<file path="src/hw/rtl/psxpad_pkg.sv">
// ----------------------------------------------------------------------------
// psxpad_pkg: shared types and constants for the pad link device
// Request and result layouts, command codes, mode IDs and reply helpers.
// ----------------------------------------------------------------------------
package psxpad_pkg;

  // Pad operating mode.
  typedef enum logic [1:0] {
    MODE_PLAIN    = 2'd0,
    MODE_STICKS   = 2'd1,
    MODE_PRESSURE = 2'd2
  } pad_mode_e;

  // Command codes sent by the console.
  localparam logic [7:0] CMD_FRAME_OPEN = 8'h01;
  localparam logic [7:0] CMD_SET_PRESS  = 8'h40;
  localparam logic [7:0] CMD_QUERY_MASK = 8'h41;
  localparam logic [7:0] CMD_READ_PAD   = 8'h42;
  localparam logic [7:0] CMD_CFG_MODE   = 8'h43;
  localparam logic [7:0] CMD_SET_MODE   = 8'h44;
  localparam logic [7:0] CMD_QUERY_MODEL = 8'h45;
  localparam logic [7:0] CMD_QUERY_ACT  = 8'h46;
  localparam logic [7:0] CMD_QUERY_COMB = 8'h47;
  localparam logic [7:0] CMD_QUERY_MODE = 8'h4C;
  localparam logic [7:0] CMD_MOTOR_MAP  = 8'h4D;
  localparam logic [7:0] CMD_PRESS_CFG  = 8'h4F;

  // Reply bytes with a fixed meaning.
  localparam logic [7:0] ID_DIGITAL  = 8'h41;
  localparam logic [7:0] ID_ANALOG   = 8'h73;
  localparam logic [7:0] ID_PRESSURE = 8'h79;
  localparam logic [7:0] ID_CONFIG   = 8'hF3;
  localparam logic [7:0] REPLY_MARK  = 8'h5A;
  localparam logic [7:0] LOCK_CODE   = 8'h03;

  // Reply lengths in bytes, counting the marker byte.
  localparam logic [4:0] LEN_DIGITAL  = 5'd3;
  localparam logic [4:0] LEN_ANALOG   = 5'd7;
  localparam logic [4:0] LEN_PRESSURE = 5'd19;
  localparam logic [4:0] LEN_CONFIG   = 5'd7;

  // Eight pad bytes, first byte in the lowest bits.
  typedef struct packed {
    logic [7:0] r2_pressure;
    logic [7:0] l2_pressure;
    logic [7:0] left_y;
    logic [7:0] left_x;
    logic [7:0] right_y;
    logic [7:0] right_x;
    logic [7:0] buttons_high;
    logic [7:0] buttons_low;
  } pad_data_t;

  // One received byte together with its pad data.
  typedef struct packed {
    logic       frame_start;
    pad_data_t  pad;
    logic [7:0] rx_byte;
  } pad_request_t;

  // One reply byte and the state flags after it.
  typedef struct packed {
    logic       mode_locked;
    logic       in_config;
    logic [1:0] pad_mode;
    logic       ack;
    logic [7:0] tx_byte;
  } pad_result_t;

  // Mode ID sent in answer to the frame opening byte.
  function automatic logic [7:0] mode_id(logic cfg, pad_mode_e mode);
    logic [7:0] id;
    if (cfg) begin
      id = ID_CONFIG;
    end else begin
      case (mode)
        MODE_PLAIN:    id = ID_DIGITAL;
        MODE_PRESSURE: id = ID_PRESSURE;
        default:       id = ID_ANALOG;
      endcase
    end
    return id;
  endfunction

  // Length of the pad data reply in the given mode.
  function automatic logic [4:0] pad_len(pad_mode_e mode);
    logic [4:0] len;
    case (mode)
      MODE_PLAIN:    len = LEN_DIGITAL;
      MODE_PRESSURE: len = LEN_PRESSURE;
      default:       len = LEN_ANALOG;
    endcase
    return len;
  endfunction

  // Pressure byte for a digital button: full when the active-low bit is clear.
  function automatic logic [7:0] press_of(logic [7:0] v, logic [7:0] mask);
    return ((v & mask) != 8'h00) ? 8'h00 : 8'hFF;
  endfunction

  // Pad data byte at reply position i (position zero is the marker).
  function automatic logic [7:0] pad_byte(pad_data_t s, logic [4:0] i);
    logic [7:0] b;
    case (i)
      5'd0:  b = REPLY_MARK;
      5'd1:  b = s.buttons_low;
      5'd2:  b = s.buttons_high;
      5'd3:  b = s.right_x;
      5'd4:  b = s.right_y;
      5'd5:  b = s.left_x;
      5'd6:  b = s.left_y;
      5'd7:  b = press_of(s.buttons_low, 8'h20);
      5'd8:  b = press_of(s.buttons_low, 8'h80);
      5'd9:  b = press_of(s.buttons_low, 8'h10);
      5'd10: b = press_of(s.buttons_low, 8'h40);
      5'd11: b = press_of(s.buttons_high, 8'h10);
      5'd12: b = press_of(s.buttons_high, 8'h20);
      5'd13: b = press_of(s.buttons_high, 8'h40);
      5'd14: b = press_of(s.buttons_high, 8'h80);
      5'd15: b = press_of(s.buttons_high, 8'h04);
      5'd16: b = press_of(s.buttons_high, 8'h08);
      5'd17: b = s.l2_pressure;
      5'd18: b = s.r2_pressure;
      default: b = 8'h00;
    endcase
    return b;
  endfunction

endpackage

</file>
<file path="src/hw/rtl/psxpad_core.sv">
// ----------------------------------------------------------------------------
// psxpad_core: frame tracking, pad state and reply selection
// Holds the protocol state and works out one reply byte per request.
// ----------------------------------------------------------------------------
module psxpad_core (
  input  logic                     clk_i,
  input  logic                     rst_ni,
  input  logic                     fire_i,
  input  psxpad_pkg::pad_request_t req_i,
  output psxpad_pkg::pad_result_t  res_o
);
  import psxpad_pkg::*;

  logic [4:0] pos_q, pos_d;
  logic       active_q, active_d;
  logic [7:0] cmd_q, cmd_d;
  pad_mode_e  mode_q, mode_d;
  logic       cfg_q, cfg_d;
  logic       lock_q, lock_d;
  logic       press_q, press_d;
  logic [7:0] map_q [6];
  logic [7:0] map_d [6];
  logic [7:0] ofs_q, ofs_d;
  pad_data_t  snap_q, snap_d;
  logic [4:0] len_q, len_d;
  logic       cfg_reply_q, cfg_reply_d;

  logic [4:0] idx;
  logic [4:0] nxt;
  logic [7:0] reply;
  logic [7:0] tx;
  logic       ack;
  logic       dig;
  logic       zoff;
  logic [2:0] map_sel;

  assign idx     = pos_q - 5'd2;
  assign nxt     = idx + 5'd1;
  assign dig     = (mode_d == MODE_PLAIN);
  assign zoff    = (ofs_d == 8'h00);
  assign map_sel = 3'(nxt - 5'd1);

  // Reply byte at position nxt for the running command, seen after this byte.
  always_comb begin
    reply = 8'h00;
    if (nxt <= 5'd18) begin
      case (cmd_q)
        CMD_READ_PAD: reply = pad_byte(snap_q, nxt);
        CMD_CFG_MODE: reply = cfg_reply_q ? 8'h00 : pad_byte(snap_q, nxt);
        CMD_SET_PRESS: begin
          if (nxt == 5'd3) reply = 8'h02;
          else if (nxt == 5'd6) reply = REPLY_MARK;
        end
        CMD_QUERY_MASK: begin
          if (!dig) begin
            case (nxt)
              5'd1, 5'd2: reply = 8'hFF;
              5'd3:       reply = 8'h03;
              5'd6:       reply = REPLY_MARK;
              default:    reply = 8'h00;
            endcase
          end
        end
        CMD_QUERY_MODEL: begin
          case (nxt)
            5'd1:    reply = 8'h03;
            5'd2:    reply = 8'h02;
            5'd3:    reply = dig ? 8'h00 : 8'h01;
            5'd4:    reply = 8'h02;
            5'd5:    reply = 8'h01;
            default: reply = 8'h00;
          endcase
        end
        CMD_QUERY_ACT: begin
          case (nxt)
            5'd3:    reply = 8'h01;
            5'd4:    reply = zoff ? 8'h02 : 8'h01;
            5'd5:    reply = zoff ? 8'h00 : 8'h01;
            5'd6:    reply = 8'h0F;
            default: reply = 8'h00;
          endcase
        end
        CMD_QUERY_COMB: begin
          if (nxt == 5'd3) reply = 8'h02;
          else if (nxt == 5'd5) reply = 8'h01;
        end
        CMD_QUERY_MODE: begin
          if (nxt == 5'd4) reply = zoff ? 8'h04 : 8'h07;
        end
        CMD_MOTOR_MAP: begin
          if (nxt >= 5'd1 && nxt <= 5'd6) reply = map_d[map_sel];
        end
        CMD_PRESS_CFG: begin
          if (nxt == 5'd6) reply = REPLY_MARK;
        end
        default: reply = 8'h00;
      endcase
    end
  end

  // Next state and reply for one received byte.
  always_comb begin
    pos_d       = pos_q;
    active_d    = active_q;
    cmd_d       = cmd_q;
    mode_d      = mode_q;
    cfg_d       = cfg_q;
    lock_d      = lock_q;
    press_d     = press_q;
    map_d       = map_q;
    ofs_d       = ofs_q;
    snap_d      = snap_q;
    len_d       = len_q;
    cfg_reply_d = cfg_reply_q;
    tx          = 8'h00;
    ack         = 1'b0;

    if (req_i.frame_start) begin
      // Frame opening byte: answer with the mode ID if it is a valid opener.
      pos_d    = 5'd1;
      active_d = (req_i.rx_byte == CMD_FRAME_OPEN);
      if (active_d) begin
        tx  = mode_id(cfg_q, mode_q);
        ack = 1'b1;
      end
    end else if (active_q) begin
      if (pos_q <= 5'd1) begin
        // Command byte: sample the pad and decide the reply length.
        cmd_d  = req_i.rx_byte;
        snap_d = req_i.pad;
        case (req_i.rx_byte)
          CMD_READ_PAD: begin
            cfg_d = 1'b0;
            len_d = pad_len(mode_q);
          end
          CMD_CFG_MODE: begin
            cfg_reply_d = cfg_q;
            len_d       = cfg_q ? LEN_CONFIG : pad_len(mode_q);
          end
          CMD_SET_PRESS, CMD_QUERY_MASK, CMD_SET_MODE, CMD_QUERY_MODEL,
          CMD_QUERY_ACT, CMD_QUERY_COMB, CMD_QUERY_MODE, CMD_MOTOR_MAP,
          CMD_PRESS_CFG: begin
            len_d = cfg_q ? LEN_CONFIG : 5'd0;
          end
          default: len_d = 5'd0;
        endcase
        if (len_d == 5'd0) begin
          active_d = 1'b0;
        end else begin
          tx  = REPLY_MARK;
          ack = 1'b1;
        end
      end else begin
        // Data byte: apply what the console sent for the running command.
        case (cmd_q)
          CMD_CFG_MODE: begin
            if (idx == 5'd1) cfg_d = (req_i.rx_byte != 8'h00);
          end
          CMD_SET_MODE: begin
            if (idx == 5'd1) begin
              if (req_i.rx_byte == CMD_FRAME_OPEN) begin
                mode_d = press_q ? MODE_PRESSURE : MODE_STICKS;
              end else begin
                mode_d = MODE_PLAIN;
              end
            end else if (idx == 5'd2) begin
              lock_d = (req_i.rx_byte == LOCK_CODE);
            end
          end
          CMD_QUERY_ACT, CMD_QUERY_MODE: begin
            if (idx == 5'd1) ofs_d = req_i.rx_byte;
          end
          CMD_MOTOR_MAP: begin
            for (int k = 0; k < 6; k++) begin
              if (idx == 5'(k + 1)) map_d[k] = req_i.rx_byte;
            end
          end
          CMD_PRESS_CFG: begin
            if (idx == 5'd1) begin
              press_d = (req_i.rx_byte != 8'h00);
            end else if (idx >= 5'd2 && idx <= 5'd4) begin
              press_d = press_q | (req_i.rx_byte != 8'h00);
            end else if (idx == 5'd6) begin
              mode_d = press_q ? MODE_PRESSURE : MODE_STICKS;
            end
          end
          default: ;
        endcase
        if (nxt < len_q) begin
          tx  = reply;
          ack = 1'b1;
        end else begin
          active_d = 1'b0;
        end
      end
      pos_d = pos_q + 5'd1;
    end
  end

  // Result carries the state after this byte.
  always_comb begin
    res_o.tx_byte     = tx;
    res_o.ack         = ack;
    res_o.pad_mode    = mode_d;
    res_o.in_config   = cfg_d;
    res_o.mode_locked = lock_d;
  end

  // State registers, updated once per processed request.
  always_ff @(posedge clk_i or negedge rst_ni) begin
    if (!rst_ni) begin
      pos_q       <= 5'd0;
      active_q    <= 1'b0;
      cmd_q       <= 8'h00;
      mode_q      <= MODE_STICKS;
      cfg_q       <= 1'b0;
      lock_q      <= 1'b0;
      press_q     <= 1'b1;
      for (int k = 0; k < 6; k++) map_q[k] <= 8'hFF;
      ofs_q       <= 8'h00;
      snap_q      <= '0;
      len_q       <= 5'd0;
      cfg_reply_q <= 1'b0;
    end else if (fire_i) begin
      pos_q       <= pos_d;
      active_q    <= active_d;
      cmd_q       <= cmd_d;
      mode_q      <= mode_d;
      cfg_q       <= cfg_d;
      lock_q      <= lock_d;
      press_q     <= press_d;
      map_q       <= map_d;
      ofs_q       <= ofs_d;
      snap_q      <= snap_d;
      len_q       <= len_d;
      cfg_reply_q <= cfg_reply_d;
    end
  end

endmodule

</file>
<file path="src/hw/rtl/psx_pad_device_protocol.sv">
// ----------------------------------------------------------------------------
// psx_pad_device_protocol: device side of the game pad serial link
// Takes one received byte per request and returns the next byte to drive.
// ----------------------------------------------------------------------------
// Path: an accepted request sits in the input register and its result is loaded
// into the result register once that register is free or being drained.
// Throughput: one request per cycle; the input register advances whenever the
// result register is empty or being taken, so both sides can stream together.
// Reset: asynchronous, active low; the pad starts in analog mode, out of config
// mode, with motor mapping all 0xFF and no frame open.
module psx_pad_device_protocol (
  input  logic        clk_i,
  input  logic        rst_ni,
  input  logic        s_axis_tvalid,
  output logic        s_axis_tready,
  // [7:0] rx_byte, [15:8] buttons_low, [23:16] buttons_high, [31:24] right_x,
  // [39:32] right_y, [47:40] left_x, [55:48] left_y, [63:56] l2_pressure,
  // [71:64] r2_pressure
  input  logic [71:0] s_axis_tdata,
  // [0] frame_start
  input  logic        s_axis_tuser,
  output logic        m_axis_tvalid,
  input  logic        m_axis_tready,
  // [7:0] tx_byte, [8] ack, [10:9] pad_mode, [11] in_config, [12] mode_locked,
  // [15:13] zero
  output logic [15:0] m_axis_tdata
);
  import psxpad_pkg::*;

  logic         in_vld_q;
  pad_request_t in_q;
  logic         out_vld_q;
  pad_result_t  out_q;
  pad_result_t  res;
  logic         advance;
  logic         fire;

  // The input stage moves on when the result register is free or drained.
  assign advance       = !out_vld_q || m_axis_tready;
  assign fire          = in_vld_q && advance;
  assign s_axis_tready = !in_vld_q || advance;

  // Input register.
  always_ff @(posedge clk_i or negedge rst_ni) begin
    if (!rst_ni) begin
      in_vld_q <= 1'b0;
    end else if (s_axis_tready) begin
      in_vld_q <= s_axis_tvalid;
    end
  end

  always_ff @(posedge clk_i) begin
    if (s_axis_tready && s_axis_tvalid) begin
      in_q <= {s_axis_tuser, s_axis_tdata};
    end
  end

  psxpad_core u_core (
    .clk_i  (clk_i),
    .rst_ni (rst_ni),
    .fire_i (fire),
    .req_i  (in_q),
    .res_o  (res)
  );

  // Result register.
  always_ff @(posedge clk_i or negedge rst_ni) begin
    if (!rst_ni) begin
      out_vld_q <= 1'b0;
    end else if (advance) begin
      out_vld_q <= in_vld_q;
    end
  end

  always_ff @(posedge clk_i) begin
    if (fire) begin
      out_q <= res;
    end
  end

  assign m_axis_tvalid = out_vld_q;
  assign m_axis_tdata  = {3'b000, out_q};

endmodule

</file>
<file path="config.mk">
export PLATFORM = sky130hd
export DESIGN_NAME = psx_pad_device_protocol
export DESIGN_NICKNAME = d
export VERILOG_FILES = /design/src/hw/rtl/psxpad_pkg.sv /design/src/hw/rtl/psxpad_core.sv /design/src/hw/rtl/psx_pad_device_protocol.sv
export SDC_FILE = /design/constraint.sdc
export NUM_CORES = 1
export LEC_CHECK = 0
export BUFFER_PORTS_ARGS = -buffer_cell sky130_fd_sc_hd__buf_2
export CAP_MARGIN = 40
export CORE_UTILIZATION = 25
export DETAILED_ROUTE_END_ITERATION = 6
export HOLD_SLACK_MARGIN = 0.12
export PLACE_DENSITY = 0.47
export SYNTH_ARGS = -nofsm -noshare
export SYNTH_HDL_FRONTEND = slang
export SYNTH_SLANG_ARGS = --single-unit
</file>
<file path="constraint.sdc">
create_clock -name clk_i -period 5.7 [get_ports clk_i]
set_input_delay 0.855 -clock clk_i [delete_from_list [all_inputs] [get_ports clk_i]]
set_output_delay 0.855 -clock clk_i [all_outputs]
set_load 0.005 [all_outputs]
</file>
# After elaboration in Yosys (flattened, before gate mapping)
# Index checks and enable logic that the tools add are counted.
dict set report word_totals {
  register_bits 233
  input_bits 77
  out_inout_bits 18
  elab_cells 224
}
dict set report classes {
  n_addsub 4
  n_lt_le_gt_ge 8
  n_eq_ne 49
  n_mux 94
  n_bitwise 4
  n_reduce_logical 24
}
# operator count
set op_table {}
lappend op_table {{two-way mux 8 bit} 36}
lappend op_table {{two-way mux 48 bit} 4}
lappend op_table {{== test 8 x 7 -> 1 bit, second input constant} 22}
lappend op_table {{one-hot mux 8 bit (19 select lines)} 1}
lappend op_table {{one-hot mux 8 bit (10 select lines)} 1}
lappend op_table {{one-hot mux 8 bit (4 select lines)} 2}
lappend op_table {{== test 5 x 4 -> 1 bit, second input constant} 8}
lappend op_table {{== test 5 x 3 -> 1 bit, second input constant} 7}
lappend op_table {{two-way mux 5 bit} 6}
lappend op_table {{binary-select mux 8 bit (select 3 bit)} 1}
lappend op_table {{two-way mux 1 bit} 24}
lappend op_table {{one-hot mux 8 bit (3 select lines)} 1}
lappend op_table {{two-way mux 2 bit} 11}
lappend op_table {{== test 5 x 2 -> 1 bit, second input constant} 4}
lappend op_table {{== test 5 bit, second input constant} 3}
lappend op_table {{one-hot mux 5 bit (3 select lines)} 1}
lappend op_table {{two-way mux 7 bit} 2}
lappend op_table {{one-hot mux 6 bit (2 select lines)} 1}
lappend op_table {{adder 5 x 1 -> 5 bit, second input constant} 2}
lappend op_table {{== test 5 x 1 -> 1 bit, second input constant} 2}
lappend op_table {{<= comparator 5 x 3 -> 1 bit, second input constant} 2}
lappend op_table {{zero test 5 bit} 2}
lappend op_table {{one-hot mux 5 bit (2 select lines)} 1}
lappend op_table {{OR reduction 9 bit} 1}
lappend op_table {{other kinds (28)} 38}

# Depth between registers and ports, before layout
dict set report depth {
  word_depth 18
  ltp_mapped 15
  depth_no_buf 12
}

# Cells and area by module
# From an unflattened synthesis, not the netlist that was laid out.
dict set report unflattened {
  hier_cells 923
  area_unflattened_um2 11224.5
}
# module instances cells_per_inst area_per_inst_um2 seq_area_each_um2
set by_module_without_submodules {}
lappend by_module_without_submodules {psxpad_core 1 825 8511.9 3641.0}
lappend by_module_without_submodules {psx_pad_device_protocol 1 98 2712.6 2632.5}

# Least setup slack after synthesis
# Ideal clock, no wire load.
dict set report synth_timing {
  kind {reg-to-reg}
  start {reg u_core.pos_q[0]}
  end {reg out_q (netlist bit m_axis_tdata[1]) (data pin)}
  setup_time_ns 0.261
  t_arrival_ns 3.238
  t_required_ns 5.439
  slack_ns 2.201
  stages_incl_launch_ff 14
  n_path_buf 2
  period_less_slack_ns 3.499
  path_cell_list {dfrtp_1 buf_2 clkinv_1 clkbuf_1 ha_1 nand2b_1 or3b_4 nor4_4 mux2_4 nor2_1 a31oi_1 a32oi_1 nand3_1 o32a_1}
}
# element line
set synth_lines {}
lappend synth_lines {{from (decl)} psxpad_core.sv:14} ;# logic [4:0] pos_q, pos_d;
lappend synth_lines {{from (signal assigned)} psxpad_core.sv:225} ;# pos_q <= pos_d;
lappend synth_lines {{to (signal assigned)} psx_pad_device_protocol.sv:77} ;# out_q <= res;
lappend synth_lines {{to (decl)} psx_pad_device_protocol.sv:33} ;# pad_result_t out_q;

==> impl_metrics.json <==
{
  "worstHoldPathType": "input pin to async pin",
  "drt_iter0_drc": 590,
  "finalCritPeriodShare": 0.813,
  "p_total_w": 0.00383,
  "fill_cells": 4689,
  "syn_avg_cell_area_um2": 12.1,
  "area_growth_syn_to_layout_pct": 18.1,
  "maxCapViolations": 0,
  "die_w_um": 216,
  "clock_latency_ns": 0.58,
  "die_height_um": 216,
  "power.share.sequential": 0.479,
  "synth.ff_latch_count": 231,
  "grtUsageTotal": 0.149,
  "drtAntennaViolNets": 0,
  "antenna_found_initial": 0,
  "num_vias": 8123,
  "hold_violations": 0,
  "intPower_w": 0.00295,
  "setup_viol": 0,
  "cts_resized": 0,
  "start_util": 0.253,
  "drv_slew": 0,
  "htreeDepth": 1,
  "criticalPathCategory": "register to register",
  "dp_hpwl_um": 24300,
  "rsz0062_at_grt": "false",
  "max_freq_mhz": 216,
  "synth_top_flop_cell": "dfrtp_1",
  "skew_ns": 0.0353,
  "layout.nets": 1124,
  "synthCells": 948,
  "die_area_um2": 46700,
  "cts_root_buf": "clkbuf_16",
  "dr.pass1.iters": 5,
  "grt_pass1_vias": 8411,
  "cp-start-kind": "register",
  "required_ns": 6.03,
  "pin_count": 95,
  "switchingPower_w": 0.000880,
  "wl_um": 34400,
  "rows": 78,
  "antenna_cells": 0,
  "syn-cell-area_um2": 11500,
  "slew_headroom": 0.414,
  "cts_tree": "done",
  "setup.worst_path.end_class": "register",
  "post-route-drc-count": 0,
  "post_route_cells_drive_above_1_share": 0.347,
  "multiInputGateArea_um2": 4840,
  "port_buffers": 91,
  "rr_worst_depth": 13,
  "setup_tns_ns": 0,
  "grt_pass1_wl_um": 53200,
  "synth_edf_count": 86,
  "irDropWorstVdd_mv": 0.234,
  "grt_max_degree": 84,
  "cp.arrival_ns": 4.96,
  "async_flop_share": 0.628,
  "critPathMaxFanout": 23,
  "wl_per_cell_um": 20.8,
  "core_area_um2": 45300,
  "synth-seq-area-share": 0.548,
  "postCtsHoldBufs": 0,
  "viasPerCell": 4.91,
  "clock_path_buffers": 3,
  "fin_crit_ns": 4.63,
  "clk_pin_slew_ns": 0.06,
  "p_sw_frac": 0.230,
  "power.density_nw_per_um2": 283,
  "regArea_um2": 6270,
  "gp_congestion": 0.876,
  "clock_sinks": 231,
  "cts_made_buffers": 28,
  "ys_types": 95,
  "power.share.combinational": 0.040,
  "p_leak_nw": 5.52,
  "yosysWarnings": 0,
  "tightestPinTransition_ns": 0.879,
  "grt_overflow_total": 0,
  "clkPwrFrac": 0.481,
  "cts_setup_buffers": 0,
  "status": "completed"
}
-- power groups by stage --
stage / Sequential (W) / Combinational [W] / Clock (W)
after floorplan: 0.00184 / 0.0000716 / 0
after global placement: 0.00187 / 0.000155 / 0
after detailed placement: 0.00187 / 0.000156 / 0
after CTS: 0.00184 / 0.000157 / 0.00191
after global routing: 0.00184 / 0.000171 / 0.00197
final: 0.00183 / 0.000152 / 0.00184
-- placed cells by master, fill, tap and decap left out, drive strengths merged, types with 26 or more instances in the layout --
cell type,synthesis,final
buf,23,111
mux2,133,133
clkbuf,35,37
dfrtp,95,95
nand2,84,84
o21ai,51,51
dfstp,50,50
edfxtp,86,86
nor2,43,43
nand3,28,28
a21oi,26,26
-- critical path: stages (launching register included) --
cell	delay [ns]
dfrtp_1	0.58
inv_1	0.22
ha_1	0.83
xor2_1	0.38
inv_1	0.21
nand3_1	0.22
nor3_1	0.07
buf_4	0.21
a22o_1	0.23
a211o_1	0.22
a2111oi_0	0.67
a2bb2oi_1	0.24
nand3_1	0.10
a21o_1	0.20
-- per-layer routing --
metal  wire [um]  GRT usage
met5           0          0
met4         958     0.0427
met3        1580     0.0221
met2       15900      0.238
met1       15900      0.207
-- cell families after synthesis --
family	synth area share
other	0.000327
and+or+nand+nor	0.125
buffers and inverters	0.0316
AOI/OAI and AO/OA	0.121
muxes	0.150
DFF	0.548
xor gates and xnor gates	0.00863
adders and majority gates	0.0162
-- path summary, 6_finish.rpt --
kind | start | end | slack [ns]
setup / recovery | u_core.pos_q[1]$_DFFE_PN0P_ | m_axis_tdata[6]$_DFFE_PP_ | 1.07
hold / removal | rst_ni | in_vld_q$_DFFE_PN0N_ | 0.16
setup reg to reg | u_core.pos_q[1]$_DFFE_PN0P_ | m_axis_tdata[6]$_DFFE_PP_ | 1.07
hold reg to reg | in_q[19]$_DFFE_PP_ | u_core.snap_q[11]$_DFFE_PN0P_ | 0.46
max in group asynchronous | rst_ni | u_core.snap_q[56]$_DFFE_PN0P_ | 4.42
min in group clk_i | s_axis_tdata[14] | in_q[14]$_DFFE_PP_ | 0.45
-- final cells by class --
class                           count  share of cell area
Clock buffer                       37              0.0550
Clock inverter                     15              0.0154
Inverter                           24             0.00666
Multi-Input combinational cell    637               0.358
Sequential cell                   231               0.464
Tap cell                          600              0.0555
Timing Repair Buffer              111              0.0460
-- metrics by stage --
| stage | cell area [um^2] | setup slack (ns) | utilization | hold WS (ns) | instances |
|---|---|---|---|---|---|
| after floorplan | 11500 | 2.20 | - | 0.426 | 950 |
| after global placement | 12500 | 1.24 | 0.277 | 0.455 | 1599 |
| after detailed placement | 12600 | 1.18 | 0.278 | 0.456 | 1603 |
| after CTS | 13500 | 1.21 | 0.299 | 0.153 | 1655 |
| after global routing | 13500 | 0.841 | 0.299 | 0.166 | 1655 |
| final | 13500 | 1.07 | 0.299 | 0.162 | 1655 |
-- synth_stat cells, drive strengths merged, types with 5 or more instances --
library cell  number  area share
and3               7      0.0038
mux2i             18       0.016
ha                14       0.015
xnor2              5      0.0051
nand3             28       0.013
buf               23       0.012
a21oi             26       0.012
o31ai              5      0.0042
a22o               7      0.0054
nand2             84       0.028
o2bb2ai            5      0.0038
a31oi             12      0.0066
nor2b             14      0.0076
dfrtp             95        0.21
a222oi             5      0.0044
and2               8      0.0044
nor2              43       0.015
nand2b            10      0.0055
clkbuf            35       0.011
edfxtp            86        0.23
inv               22      0.0072
nand4             13      0.0071
dfstp             50        0.11
o21ai             51       0.022
nor4               8      0.0081
a211oi             5      0.0048
nand3b             7      0.0046
mux2             133        0.13
o22ai              8      0.0044
nor3              15      0.0079
o2111ai            6      0.0046
or4                7      0.0046
a22oi              8      0.0052
-- flip-flops by register name, summed over array words and instances (netlist names) --
name,flops
u_core.cfg_q,1
in_q,73
u_core.lock_q,1
u_core.pos_q,5
u_core.map_q,48
u_core.cfg_reply_q,1
m_axis_tdata,13
in_vld_q,1
u_core.press_q,1
u_core.snap_q,64
m_axis_tvalid,1
u_core.mode_q,2
u_core.active_q,1
u_core.ofs_q,8
u_core.len_q,3
u_core.cmd_q,8
Note: power is estimated with default switching activity, not from simulation.
